$ cat config.mk
export PLATFORM = sky130hd
export DESIGN_NAME = iredc_rsp_queue_flat
export DESIGN_NICKNAME = d
export VERILOG_FILES = /design/src/sv/ir_edge_duration_capture_core_macros.svh /design/src/sv/iredc_pkg.sv /design/src/sv/iredc_if.sv /design/src/sv/iredc_rsp_queue.sv /design/src/flat_wrapper.sv
export SDC_FILE = /design/constraint.sdc
export NUM_CORES = 1
export LEC_CHECK = 0
export ABC_AREA = 1
export BUFFER_PORTS_ARGS = -buffer_cell sky130_fd_sc_hd__buf_4
export CORE_MARGIN = 3
export CORE_UTILIZATION = 40
export CTS_CLUSTER_DIAMETER = 120
export DETAILED_ROUTE_END_ITERATION = 6
export PLACE_DENSITY_LB_ADDON = 0.12
export REMOVE_ABC_BUFFERS = 1
export SYNTH_ARGS = -nofsm -noshare
export SYNTH_HDL_FRONTEND = slang
export SYNTH_SLANG_ARGS = --single-unit
$ cat constraint.sdc
create_clock -name clock -period 3.1 [get_ports clock]
set_input_delay 0.62 -clock clock [delete_from_list [all_inputs] [get_ports clock]]
set_output_delay 0.62 -clock clock [all_outputs]
set_load 0.02 [all_outputs]
$ cat src/sv/ir_edge_duration_capture_core_macros.svh
// assertion helpers shared by the capture core
`ifndef IR_EDGE_DURATION_CAPTURE_CORE_MACROS_SVH
`define IR_EDGE_DURATION_CAPTURE_CORE_MACROS_SVH

// consequent must hold in the same cycle as the antecedent
`define IREDC_ASSERT_SAME(label, clk, rst, ante, cons) \
   label: assert property (@(posedge clk) disable iff (rst) (ante) |-> (cons)) \
      else $error("iredc: same-cycle check failed");

// consequent must hold in the cycle after the antecedent
`define IREDC_ASSERT_NEXT(label, clk, rst, ante, cons) \
   label: assert property (@(posedge clk) disable iff (rst) (ante) |=> (cons)) \
      else $error("iredc: next-cycle check failed");

`endif

$ cat src/sv/iredc_pkg.sv
package iredc_pkg;

   localparam int RING_DEPTH = 1024;
   localparam int UNIT_US    = 21;
   localparam int PTR_W      = $clog2(RING_DEPTH);

   localparam logic [15:0] MAX_UNITS     = 16'hFFFE;
   localparam logic [15:0] END_MARK      = 16'hFFFF;
   localparam logic [31:0] TIMEOUT_RESET = 32'd10000;

   // longest interval that still quantizes, in microseconds
   localparam longint unsigned LIMIT_US = longint'(MAX_UNITS) * UNIT_US;
   localparam int HALF_US = UNIT_US / 2;
   localparam int DUR_W   = $clog2(LIMIT_US + HALF_US + 1);

   // exact reciprocal for every dividend below 2^DUR_W
   localparam int RECIP_SHIFT = DUR_W + $clog2(UNIT_US);
   localparam longint unsigned RECIP =
      ((64'd1 << RECIP_SHIFT) + UNIT_US - 1) / UNIT_US;
   localparam int RECIP_W = RECIP_SHIFT + 1;
   localparam int PROD_W  = DUR_W + RECIP_W;
   localparam int QUOT_W  = PROD_W - RECIP_SHIFT;

   localparam int QUEUE_DEPTH = 4;
   localparam int QUEUE_PTR_W = $clog2(QUEUE_DEPTH);
   localparam int QUEUE_CNT_W = QUEUE_PTR_W + 1;

   typedef logic [31:0]      stamp_type;
   typedef logic [PTR_W-1:0] ptr_type;
   typedef logic [15:0]      value_type;
   typedef logic [DUR_W-1:0] dur_type;

   typedef enum logic [1:0] {
      REQ_SAMPLE = 2'd0,
      REQ_START  = 2'd1,
      REQ_STOP   = 2'd2,
      REQ_POP    = 2'd3
   } req_kind_type;

   typedef struct packed {
      value_type read_value;
      logic      read_valid;
      logic      ring_empty;
      stamp_type overflow_total;
   } rsp_type;

endpackage

$ cat src/sv/iredc_if.sv


interface iredc_rsp_if;
   import iredc_pkg::*;

   logic      valid;
   logic      ready;
   value_type read_value;
   logic      read_valid;
   logic      ring_empty;
   stamp_type overflow_total;

   modport source (output valid, read_value, read_valid, ring_empty, overflow_total,
                   input ready);
   modport sink (input valid, read_value, read_valid, ring_empty, overflow_total,
                 output ready);
endinterface

$ cat src/sv/iredc_rsp_queue.sv
module iredc_rsp_queue (
   input  logic                               clock,
   input  logic                               reset,
   input  logic                               push_valid,
   input  iredc_pkg::rsp_type                 push_data,
   output logic [iredc_pkg::QUEUE_CNT_W-1:0]  fill,
   iredc_rsp_if.source                        rsp_ch
);
   import iredc_pkg::*;

   rsp_type                entry_ff [QUEUE_DEPTH];
   logic [QUEUE_PTR_W-1:0] wptr_ff, wptr_in;
   logic [QUEUE_PTR_W-1:0] rptr_ff, rptr_in;
   logic [QUEUE_CNT_W-1:0] count_ff, count_in;
   logic                   pop;

   assign pop  = rsp_ch.valid && rsp_ch.ready;
   assign fill = count_ff;

   assign rsp_ch.valid          = (count_ff != '0);
   assign rsp_ch.read_value     = entry_ff[rptr_ff].read_value;
   assign rsp_ch.read_valid     = entry_ff[rptr_ff].read_valid;
   assign rsp_ch.ring_empty     = entry_ff[rptr_ff].ring_empty;
   assign rsp_ch.overflow_total = entry_ff[rptr_ff].overflow_total;

   always_comb begin
      wptr_in  = push_valid ? wptr_ff + QUEUE_PTR_W'(1) : wptr_ff;
      rptr_in  = pop ? rptr_ff + QUEUE_PTR_W'(1) : rptr_ff;
      count_in = count_ff + QUEUE_CNT_W'(push_valid) - QUEUE_CNT_W'(pop);
   end

   always_ff @(posedge clock) begin
      if (reset) begin
         wptr_ff  <= '0;
         rptr_ff  <= '0;
         count_ff <= '0;
      end else begin
         wptr_ff  <= wptr_in;
         rptr_ff  <= rptr_in;
         count_ff <= count_in;
      end
   end

   always_ff @(posedge clock) begin
      if (push_valid) begin
         entry_ff[wptr_ff] <= push_data;
      end
   end

endmodule

$ cat src/flat_wrapper.sv
// flat-port wrapper written by rule: the top's interface ports become plain ports
module iredc_rsp_queue_flat import iredc_pkg::*;
  (clock, reset, push_valid, push_data, fill, rsp_ch_valid, rsp_ch_read_value, rsp_ch_read_valid, rsp_ch_ring_empty, rsp_ch_overflow_total, rsp_ch_ready);
  iredc_rsp_if rsp_ch_i ();
  input  logic clock;
  input  logic reset;
  input  logic push_valid;
  input  iredc_pkg::rsp_type push_data;
  output logic [iredc_pkg::QUEUE_CNT_W-1:0] fill;
  output wire logic [$bits(rsp_ch_i.valid)-1:0] rsp_ch_valid;
  output wire logic [$bits(rsp_ch_i.read_value)-1:0] rsp_ch_read_value;
  output wire logic [$bits(rsp_ch_i.read_valid)-1:0] rsp_ch_read_valid;
  output wire logic [$bits(rsp_ch_i.ring_empty)-1:0] rsp_ch_ring_empty;
  output wire logic [$bits(rsp_ch_i.overflow_total)-1:0] rsp_ch_overflow_total;
  input wire logic [$bits(rsp_ch_i.ready)-1:0] rsp_ch_ready;
  assign rsp_ch_valid = rsp_ch_i.valid;
  assign rsp_ch_read_value = rsp_ch_i.read_value;
  assign rsp_ch_read_valid = rsp_ch_i.read_valid;
  assign rsp_ch_ring_empty = rsp_ch_i.ring_empty;
  assign rsp_ch_overflow_total = rsp_ch_i.overflow_total;
  assign rsp_ch_i.ready = rsp_ch_ready;
  iredc_rsp_queue u_core (.clock(clock), .reset(reset), .push_valid(push_valid), .push_data(push_data), .fill(fill), .rsp_ch(rsp_ch_i));
endmodule
==> Flow_metrics.wiki, run 1 <==
{| class="wikitable"
! Metric !! Value
|-
| Die width || 146 um
|-
| HPWL reported at the end of detailed placement || 9690 um
|-
| Detailed Route WL || 16,800 um
|-
| Count of input and output buffers || 107
|-
| Initial Util || 0.413
|-
| Clk network pwr share || 0.322
|-
| # hold bufs at CTS || 0
|-
| Max Fclk || 0.380 GHz
|-
| Clock tree from TritonCTS || yes
|-
| Die ar. || 21,400 sq um
|-
| Logic gate share of total power || 0.251
|-
| Number of buffers between clock root and the deepest sink || 3
|-
| Final weighted congestion of routability-driven global placement || 0.731
|-
| ANT nets after route || 0
|-
| # clock sinks || 209
|-
| Critical Path Slowest Stage Cell || dfxtp_4
|-
| Max Clock Skew || 11.0 ps
|-
| Kind of end point of the critical path || output pin
|-
| Via count || 4,689
|-
| Register share of total power || 0.427
|-
| Part of the cycle the worst path needs || 0.849
|-
| XOR/XNOR share of the synthesized area || 0
|-
| Critical path launch point type || flop
|-
| Leakage || 3.43 nW
|-
| Required time of the critical path || 2480 ps
|-
| Placement Cell Area || 8950 sq um
|-
| Worst min-delay path category || in2reg
|-
| CTS H-Tree Depth || 1
|-
| Count of instances resized after the clock tree is built || 0
|-
| Number of standard cells after synthesis || 544
|-
| Startpoint-to-endpoint class of the critical path || reg2out
|-
| Count of different cell masters after synthesis || 18
|-
| Worst IR Drop VDD || 458 uV
|-
| Clock Pin Slew Worst Setup and Hold Paths || 60 ps
|-
| Compound-cell area share of the yosys netlist || 0.109
|-
| Slew @ Worst Pin || 686 ps
|-
| Summed instance area of the synthesized netlist || 7850 sq um
|-
| Post-Synthesis Mean Instance Area || 14.4 sq um
|-
| Critical path arrival || 2010 ps
|-
| Cell-by-cell listing of the critical path || inv_4 > buf_4 > nor2_1 > o22ai_1 > buf_4
|-
| Maximum number of pins on one net before global-route repair || 101
|-
| Seq/Total Area, Yosys || 0.788
|-
| Die height || 146 um
|-
| Post-CTS Repair Setup Buffers || 0
|-
| Relative slew margins || 0.542
|-
| Clock Tree Root || clkbuf_16
|-
| Final global-route overflow total || 0
|-
| Multiplexer area fraction after synthesis || 0
|-
| Site row count || 50
|-
| GR Util All Layers || 0.154
|-
| # Max-Cap Violations || 0
|-
| Detailed Route Iter0 Violations || 294
|-
| Post-synthesis simple-gate area fraction || 0.0581
|-
| Largest stage delay on the critical path || 360 ps
|-
| Number of global-route vias before repair || 4,744
|-
| Dominant combinational cell family by area after synthesis || compound AO/OA/AOI/OAI gates
|-
| Total I/O pin count || 108
|-
| Reported net switching power || 2.31 mW
|-
| Switching share of total power || 0.299
|-
| Most numerous cell on the critical path || buf_4
|-
| Adder and majority cell fraction of the synthesized area || 0.0121
|-
| Number of antenna violations at the first check in global routing || 1
|-
| Synth-to-Final Area Change || 22.7%
|-
| Final #Nets || 720
|-
| Clock buffers created by TritonCTS || 23
|-
| Post-route cell area || 9640 sq um
|-
| Inserted Diodes || 0
|-
| Number of warnings reported in the yosys synthesis log || 0
|-
| Share of layout cells above drive strength 1 || 0.236
|-
| Later-pin clock latency in the skew report || 500 ps
|-
| Count of state elements after synthesis || 209
|-
| Setup-violating endpoint count in the final report || 0
|-
| Detailed Routing Iterations Pass 1 || 4
|-
| Global-route wire length before repair || 26,200 um
|-
| PD cells || 801 nW/um^2
|-
| Sum of negative setup slack || 0 ps
|-
| Routed length per instance || 18.0 um
|-
| Critical Path Fanout Max || 36
|-
| Power, Total || 7.72 mW
|-
| Final Slew Violations || 0
|-
| Shortest clock period the worst path allows after layout || 2630 ps
|-
| Cell-internal power || 5.41 mW
|-
| Vias per Instance || 5.02
|-
| # DRC || 0
|-
| Total core area || 19,000 sq um
|-
| Number of hold violations in the final report || 0
|-
| Setup repair after global routing missed its margin || false
|-
| Outcome || complete, no violations
|}
final timing paths:
kind	slack, ps	start	cells after the start	endpoint
setup / recovery	470	flop	5	rsp_ch_overflow_total[10]
hold / removal	280	reset	2	u_core.fill[0]
setup reg to reg	1260	u_core.fill[1]	8	u_core.fill[2]
hold reg to reg	510	u_core.rptr_ff[0]	2	u_core.rptr_ff[0]
power by group through the flow:
stage	combinational (mW)	sequential (mW)	clock, mW
6_report	1.94	3.30	2.49
5_1_grt	2.12	3.31	2.68
4_1_cts	1.97	3.30	2.55
3_5_place_dp	1.96	3.35	0
3_3_place_gp	1.94	3.35	0
2_1_floorplan	0.988	3.45	0
cell families (layout without fill, tap and decap cells):
| group | count (synthesis) | count (layout) |
|---|---|---|
| simple gates | 121 | 121 |
| flops | 209 | 209 |
| buf+inv | 49 | 179 |
| compound gates | 158 | 158 |
| fa+ha+maj | 7 | 7 |
metal layers:
layer,global-route usage,up-vias,part of all wire
li1,-,2260,-
met1,0.218,2277,0.46
met2,0.239,123,0.46
met3,0.0366,27,0.057
met4,0.0423,2,0.021
met5,0,-,0.00054
metrics by stage:
stage | instances | worst slack, ps | util | hold slack [ps]
detailed placement | 894 | 986 | 0.471 | 498
CTS | 934 | 444 | 0.507 | 263
global placement | 894 | 981 | 0.471 | 470
global route | 934 | 305 | 0.507 | 265
finish | 934 | 467 | 0.507 | 281
floorplan | 513 | -495 | - | 448
sequential cells by signal, summed over array words and instances (netlist names), named ones only:
name             flops
u_core.entry_ff    200
u_core.wptr_ff       2
u_core.rptr_ff       2
u_core.fill          3
final cells by class:
| type | instances | area, sq um |
|---|---|---|
| clock buffers | 31 | 606 |
| clock inverters | 9 | 82.6 |
| fillers | 1630 | 9380 |
| inverters | 18 | 70.1 |
| multi-input cells | 286 | 1410 |
| flip-flops and latches | 209 | 6190 |
| well taps | 260 | 325 |
| repair buffers | 121 | 958 |
cells in the final DEF (no fill, tap or decap), types with 2 or more instances in the layout:
cell type	n
edfxtp_1	200
buf_4	117
nor2_1	107
o21ai_1	62
o22ai_1	50
o21ai_0	40
clkbuf_16	23
inv_1	12
nand2_1	12
clkbuf_1	8
dfxtp_1	7
ha_1	6
inv_2	5
a21oi_1	5
buf_12	4
nand3_1	2
clkinv_1	2
clkinv_2	2
clkinvlp_4	2
Yosys cell counts (all sizes together):
cell	count	area, sq um
edfxtp	200	6010
nor2	107	402
o21ai	102	510
o22ai	50	313
buf	30	186
inv	18	70.1
nand2	12	45.0
dfxtp	9	180
ha	6	75.1
a21oi	5	25.0
nand3	2	10.0
a21boi	1	7.51
clkbuf	1	3.75
fa	1	20.0
critical path: cells and delay by family, from the launching register on:
family                 cells  cell delay, ps
AO/OA/AOI/OAI              1             250
buffers and inverters      3             840
AND/OR/NAND/NOR            1              60
flip-flops                 1             360
No activity file was read; power rests on OpenSTA's default activity.
==> run 2, diff against run 1 <==
--- a/config.mk
+++ b/config.mk
@@ -5,7 +5,7 @@
 export SDC_FILE = /design/constraint.sdc
 export NUM_CORES = 1
 export LEC_CHECK = 0
-export ABC_AREA = 1
+export ABC_AREA = 0
 export BUFFER_PORTS_ARGS = -buffer_cell sky130_fd_sc_hd__buf_4
 export CORE_MARGIN = 3
 export CORE_UTILIZATION = 40
==> constraint.sdc (replaced) <==
create_clock -name clock -period 2.4 [get_ports clock]
set_input_delay 0.48 -clock clock [delete_from_list [all_inputs] [get_ports clock]]
set_output_delay 0.48 -clock clock [all_outputs]
set_load 0.02 [all_outputs]
==> run 2 against run 1 <==
  * Critical path depth shrank 2
  * Utilization grew 1.2 points
  * Highest routed layer is now met4
  * Largest cell class unchanged
  * Via count shrank 25%
  * Flip-flop and latch count is the same
  * Cell count shrank 23%
  * Non-clock buffer count grew 6
  * Clock skew grew 9.9 ps
  * Die area shrank 1.4%
==> Flow_metrics.wiki, run 2 <==
{| class="wikitable"
! Metric !! Value
|-
| Critical Path Fanout Max || 8 (-78%)
|-
| Detailed Route Iter0 Violations || 148 (-50%)
|-
| PD cells || 1010 nW/um^2 (+26%)
|-
| Async set or reset register ratio after synthesis || 0 (unchanged)
|-
| Global-route wire length before repair || 22,400 um (-14%)
|-
| Leading cell types by total area after synthesis || edfxtp_1, mux4_2, dfxtp_1, buf_12, ha_1
|-
| Number of warnings reported in the yosys synthesis log || 0 (unchanged)
|-
| Number of antenna violations at the first check in global routing || 0 (-1)
|-
| Top cell type's share of synthesized area || 0.776 (+0.0110)
|-
| # clock sinks || 209 (unchanged)
|-
| Seq/Total Area, Yosys || 0.799 (+0.0113)
|-
| Die height || 145 um (-0.68%)
|-
| Final weighted congestion of routability-driven global placement || 0.663 (-9.3%)
|-
| Count of different cell masters after synthesis || 21 (+3)
|-
| Count of input and output buffers || 107 (unchanged)
|-
| Share of layout cells above drive strength 1 || 0.469 (+0.233)
|-
| Slew @ Worst Pin || 488 ps (-198 ps)
|-
| Library cell with the largest summed area after synthesis || edfxtp_1
|-
| Initial Util || 0.411 (-0.00180)
|-
| Clock Tree Root || clkbuf_16
|-
| Via count || 3,535 (-25%)
|-
| Startpoint-to-endpoint class of the critical path || reg2out
|-
| # hold bufs at CTS || 0 (unchanged)
|-
| Number of global-route vias before repair || 3,860 (-19%)
|-
| Number of hold violations in the final report || 0 (unchanged)
|-
| Fin util || 0.519 (+0.0118)
|-
| Final Slew Violations || 0 (unchanged)
|-
| # Max-Cap Violations || 0 (unchanged)
|-
| ANT nets after route || 0 (unchanged)
|-
| Count of filler cells inserted in the layout || 1,505 (-7.7%)
|-
| Clock buffers created by TritonCTS || 23 (unchanged)
|-
| Clock Pin Slew Worst Setup and Hold Paths || 60 ps (about the same)
|-
| Setup-violating endpoint count in the final report || 0 (unchanged)
|-
| Later-pin clock latency in the skew report || 500 ps (about the same)
|-
| Worst IR Drop VDD || 783 uV (+71%)
|-
| GR Util All Layers || 0.137 (-0.0168)
|-
| Vias per Instance || 4.89 (-2.6%)
|-
| Critical path launch point type || flop
|-
| Worst min-delay path category || in2reg
|-
| Number of standard cells after synthesis || 307 (-44%)
|-
| Routed length per instance || 20.0 um (+11%)
|-
| Most common cell in the netlist || edfxtp_1
|-
| Die ar. || 21,100 sq um (-1.4%)
|-
| Kind of end point of the critical path || output pin
|-
| Commonest non-fill, non-tap cell in the layout || edfxtp_1
|-
| Critical path arrival || 1850 ps (-160 ps)
|-
| Number of synthesized flops with an enable pin || 200 (unchanged)
|-
| Maximum number of pins on one net before global-route repair || 26 (-74%)
|-
| Required time of the critical path || 1920 ps (-560 ps)
|-
| Post-Route Hold Slack || 174 ps (-107 ps)
|-
| Area of combinational cells with multiple inputs || 1400 sq um (-0.89%)
|-
| Inserted Diodes || 0 (unchanged)
|-
| FF/Latch Area || 6190 sq um (about the same)
|-
| Detailed Route WL || 14,500 um (-14%)
|-
| Max Clock Skew || 20.9 ps (+9.85 ps)
|-
| Die width || 145 um (-0.68%)
|-
| Shortest clock period the worst path allows after layout || 2330 ps
|-
| Total I/O pin count || 108 (unchanged)
|-
| CTS H-Tree Depth || 1 (unchanged)
|-
| Final #Nets || 507 (-30%)
|-
| Relative slew margins || 0.675 (+0.133)
|-
| Summed instance area of the synthesized netlist || 7740 sq um (-1.4%)
|-
| Commonest non-fill, non-tap cells in the layout || edfxtp_1, buf_4, mux4_2
|-
| Outcome || complete, no violations
|-
| Max FFs per register || 200 (unchanged)
|-
| Leakage || 3.34 nW (-2.8%)
|-
| # DRC || 0 (unchanged)
|-
| Largest Register || u_core.entry_ff
|-
| Power, Total || 9.90 mW (+28%)
|-
| Setup repair after global routing missed its margin || true
|-
| Count of state elements after synthesis || 209 (unchanged)
|-
| Synth-to-Final Area Change || 26.2%
|-
| HPWL reported at the end of detailed placement || 8950 um (-7.6%)
|-
| Total core area || 18,800 sq um (-0.99%)
|-
| Post-Synthesis Mean Instance Area || 25.2 sq um (+75%)
|-
| Site row count || 50 (unchanged)
|-
| Detailed Routing Iterations Pass 1 || 4 (unchanged)
|-
| Part of the cycle the worst path needs || 0.973
|-
| Final global-route overflow total || 0 (unchanged)
|-
| Sum of negative setup slack || 0 ps (unchanged)
|-
| Top post-synthesis cells by count || edfxtp_1, mux4_2, dfxtp_1
|-
| Number of buffers between clock root and the deepest sink || 3 (unchanged)
|-
| Max Fclk || 0.428 GHz
|-
| Clock tree from TritonCTS || yes
|-
| Synth Flop Type || edfxtp_1
|}
## run 2: cell types whose count changed in the layout (fill, tap and decap cells not counted), sizes merged, moves of 5 or more
cell   delta
buf       +6
o22ai    -50
o21ai   -102
inv      -13
nand2    -12
mux4     +50
a21oi     -5
nor2    -102
## run 2: per-stage QoR
stage	cell area, sq um	setup WS, ps	std cells
finish	9770	65.1	723
global route	9770	-12.1	723
CTS	9740	1.88	721
detailed placement	8980	411	677
global placement	8980	424	677
floorplan	7600	-973	294
## run 2: cell type report
class,instances,area share
Clock inverter,13,0.0143
Timing Repair Buffer,127,0.112
Multi-Input combinational cell,79,0.143
Sequential cell,209,0.634
Inverter,6,0.00231
Tap cell,260,0.0333
Clock buffer,29,0.0612
## run 2: kinds of logic (layout without fill, tap and decap cells)
family                     Yosys count  in the layout  synth area share
DFF                                209            209             0.799
and+or+nand+nor                     14             14           0.00970
muxes                               54             54             0.151
AOI/OAI and AO/OA                    2              2           0.00226
xor gates and xnor gates             2              2           0.00420
buffers and inverters               19            175            0.0215
adders and majority gates            7              7            0.0123
## run 2: path summary, 6_finish.rpt
check | start | to | slack, ps | depth (start not counted)
min | push_data[48] | u_core.entry_ff[1][48] | 170 | 1
max | flop | rsp_ch_overflow_total[18] | 70 | 3
min reg2reg | u_core.rptr_ff[1] | u_core.rptr_ff[1] | 560 | 2
max reg2reg | u_core.fill[1] | u_core.fill[2] | 480 | 7
## run 2: what timing repair did
item / in CTS / in global routing
gates resized for setup: 2 / 3
setup buffers: 2 / 2
pin swaps: 0 / 0
endpoints found under the setup margin: 47 / 30
## run 2: worst max-delay path, cell delays in order (launching register included)
cell and delay (ps):
dfxtp_4 460, buf_4 210, mux4_2 530, buf_4 180
## run 2: report_power, final
part	total, mW	leakage, nW	internal [mW]	switching (mW)
logic	2.18	1.07	1.13	1.04
clock network	3.39	0.357	2.08	1.31
registers	4.33	1.91	4.22	0.116
## run 2: per-layer routing
layer / part of all wire / up-vias / track usage
met5: 0 / - / 0
met4: 0.016 / 0 / 0.0375
met3: 0.059 / 27 / 0.0372
met2: 0.51 / 93 / 0.238
met1: 0.41 / 1840 / 0.170
li1: - / 1575 / -
==> run 3, diff against run 2 <==
--- a/config.mk
+++ b/config.mk
@@ -13,6 +13,7 @@
 export DETAILED_ROUTE_END_ITERATION = 6
 export PLACE_DENSITY_LB_ADDON = 0.12
 export REMOVE_ABC_BUFFERS = 1
+export SETUP_SLACK_MARGIN = 0.15
 export SYNTH_ARGS = -nofsm -noshare
 export SYNTH_HDL_FRONTEND = slang
 export SYNTH_SLANG_ARGS = --single-unit
==> run 3 against run 2 <==
  * Via count is 1.1% higher
  * First-iteration DRC count up 7.4%
  * Worst setup slack got worse by 10 ps
  * Critical path type unchanged
  * Global-route usage is 0.28 points higher
  * Flip-flop and latch count unchanged
  * Maximum frequency shrank 0.44%
==> Flow_metrics.wiki, run 3 (synthesis results as in run 2) <==
{| class="wikitable"
! Metric !! Value
|-
| Clock Tree Root || clkbuf_16
|-
| Later-pin clock latency in the skew report || 500 ps (about the same)
|-
| Count of input and output buffers || 107 (unchanged)
|-
| # clock sinks || 209 (unchanged)
|-
| Number of antenna violations at the first check in global routing || 0 (unchanged)
|-
| Met1 Routed Length || 6190 um (+3.2%)
|-
| Total core area || 18,800 sq um (unchanged)
|-
| Max Fclk || 0.426 GHz (-0.44%)
|-
| Leakage || 3.46 nW (+3.7%)
|-
| # DRC || 0 (unchanged)
|-
| Die height || 145 um (unchanged)
|-
| Max FFs per register || 200 (unchanged)
|-
| # Max-Cap Violations || 0 (unchanged)
|-
| Worst IR Drop VDD || 782 uV (about the same)
|-
| Part of the cycle the worst path needs || 0.977 (+0.00428)
|-
| Inserted Diodes || 0 (unchanged)
|-
| Count of filler cells inserted in the layout || 1,464 (-2.7%)
|-
| Highest metal used || met4
|-
| Final weighted congestion of routability-driven global placement || 0.663 (unchanged)
|-
| Slew @ Worst Pin || 483 ps (-4.85 ps)
|-
| Number of buffers between clock root and the deepest sink || 3 (unchanged)
|-
| Outcome || complete, no violations
|-
| Die width || 145 um (unchanged)
|-
| PD cells || 1020 nW/um^2 (+0.96%)
|-
| Final #Nets || 513 (+1.2%)
|-
| Register share of total power || 0.418 (-0.020)
|-
| Number of hold violations in the final report || 0 (unchanged)
|-
| Detailed Routing Iterations Pass 1 || 4 (unchanged)
|-
| Met2 Routed Length || 7440 um (+0.70%)
|-
| HPWL reported at the end of detailed placement || 8950 um (unchanged)
|-
| Die ar. || 21,100 sq um (unchanged)
|-
| Detailed Route WL || 14,700 um (+1.9%)
|-
| Number of global-route vias before repair || 3,910 (+1.3%)
|-
| Total I/O pin count || 108 (unchanged)
|-
| Routed length per instance || 20.2 um (+1.1%)
|-
| Final Slew Violations || 0 (unchanged)
|-
| Site row count || 50 (unchanged)
|-
| Logic gate share of total power || 0.254 (+0.034)
|-
| Cell-internal power || 7.76 mW (+4.5%)
|-
| Max Clock Skew || 19.7 ps (-1.16 ps)
|-
| Via count || 3,575 (+1.1%)
|-
| Setup-violating endpoint count in the final report || 0 (unchanged)
|-
| Switching share of total power || 0.249 (-0.000550)
|-
| Share of layout cells above drive strength 1 || 0.475 (+0.00680)
|-
| Final global-route overflow total || 0 (unchanged)
|-
| GR Util All Layers || 0.140 (+0.00276)
|-
| Reported net switching power || 2.57 mW (+4.2%)
|-
| Clock tree from TritonCTS || yes
|-
| Worst R2R Path Depth || 7 (unchanged)
|-
| Largest Register || u_core.entry_ff
|-
| Startpoint-to-endpoint class of the critical path || reg2out
|-
| Clk network pwr share || 0.328 (-0.014)
|-
| Critical Path Fanout Max || 6 (-2)
|-
| Synth-to-Final Area Change || 30.5%
|-
| CTS H-Tree Depth || 1 (unchanged)
|-
| Commonest non-fill, non-tap cells in the layout || edfxtp_1, buf_4, buf_6
|-
| Relative slew margins || 0.678 (+0.00323)
|-
| Global-route wire length before repair || 22,900 um (+1.8%)
|-
| Required time of the critical path || 1920 ps (about the same)
|-
| ANT nets after route || 0 (unchanged)
|-
| Sum of negative setup slack || 0 ps (unchanged)
|-
| Initial Util || 0.411 (unchanged)
|-
| Kind of end point of the critical path || output pin
|-
| Area of combinational cells with multiple inputs || 1400 sq um (unchanged)
|-
| Worst min-delay path category || in2reg
|-
| Commonest non-fill, non-tap cell in the layout || edfxtp_1
|-
| Setup repair after global routing missed its margin || true
|-
| Critical path launch point type || flop
|-
| Met3 wire length || 865 um (+2.2%)
|-
| Post-Route Hold Slack || 175 ps (+1.07 ps)
|-
| Shortest clock period the worst path allows after layout || 2350 ps (+10.3 ps)
|-
| Hold Crit Depth || 1 (unchanged)
|-
| Maximum number of pins on one net before global-route repair || 26 (unchanged)
|-
| Clock buffers created by TritonCTS || 23 (unchanged)
|-
| # hold bufs at CTS || 0 (unchanged)
|-
| Clock Pin Slew Worst Setup and Hold Paths || 60 ps (about the same)
|-
| Vias per Instance || 4.90 (+0.30%)
|-
| FF/Latch Area || 6190 sq um (unchanged)
|-
| Detailed Route Iter0 Violations || 159 (+7.4%)
|-
| Critical path arrival || 1870 ps (+20 ps)
|}
[run 3: power by group through the flow]
| stage | clock network, mW | logic, mW | registers (mW) |
|---|---|---|---|
| 6_report | 3.39 | 2.62 | 4.32 |
| 4_1_cts | 3.49 | 2.64 | 4.32 |
| 2_1_floorplan | 0 | 1.12 | 4.53 |
| 3_3_place_gp | 0 | 2.14 | 4.42 |
| 5_1_grt | 3.65 | 2.79 | 4.34 |
| 3_5_place_dp | 0 | 2.15 | 4.44 |
[run 3: path summary, 6_finish.rpt]
path / from / endpoint / slack [ps]
setup / recovery: flop / rsp_ch_overflow_total[10] / 50
hold / removal: push_data[48] / u_core.entry_ff[1][48] / 180
setup reg to reg: u_core.fill[1] / u_core.fill[2] / 480
hold reg to reg: u_core.rptr_ff[1] / u_core.rptr_ff[1] / 560
[run 3: area by class of cell]
class | count | share of cell area
Sequential cell | 209 | 0.613
Timing Repair Buffer | 133 | 0.141
Multi-Input combinational cell | 79 | 0.138
Clock inverter | 13 | 0.0139
Tap cell | 260 | 0.0322
Clock buffer | 29 | 0.0592
Inverter | 6 | 0.00223
[run 3: worst max-delay path: stages (launching register included)]
cell	delay (ps)
dfxtp_4	420
buf_12	150
buf_12	130
mux4_2	530
buf_6	150
[run 3: timing repair]
item	4_1_cts	5_1_grt
endpoints found under the setup margin	50	50
resized for setup	52	10
buffers inserted	7	0
hold endpoints to repair	0	0
cloned	3	0
[run 3: through the flow]
| step | cells | util | power (mW) | setup WS, ps | area, sq um |
|---|---|---|---|---|---|
| floorplan | 294 | - | 5.65 | -973 | 7600 |
| global route | 729 | 0.536 | 10.8 | -6.97 | 10100 |
| CTS | 729 | 0.534 | 10.5 | 29.6 | 10100 |
| detailed placement | 677 | 0.477 | 6.59 | 411 | 8980 |
| finish | 729 | 0.536 | 10.3 | 54.9 | 10100 |
| global placement | 677 | 0.477 | 6.57 | 424 | 8980 |
[run 3: layer usage]
| layer | global-route usage | vias up |
|---|---|---|
| met2 | 0.241 | 97 |
| met4 | 0.0375 | 0 |
| met3 | 0.0365 | 27 |
| met5 | 0 | - |
| li1 | - | 1592 |
| met1 | 0.176 | 1859 |
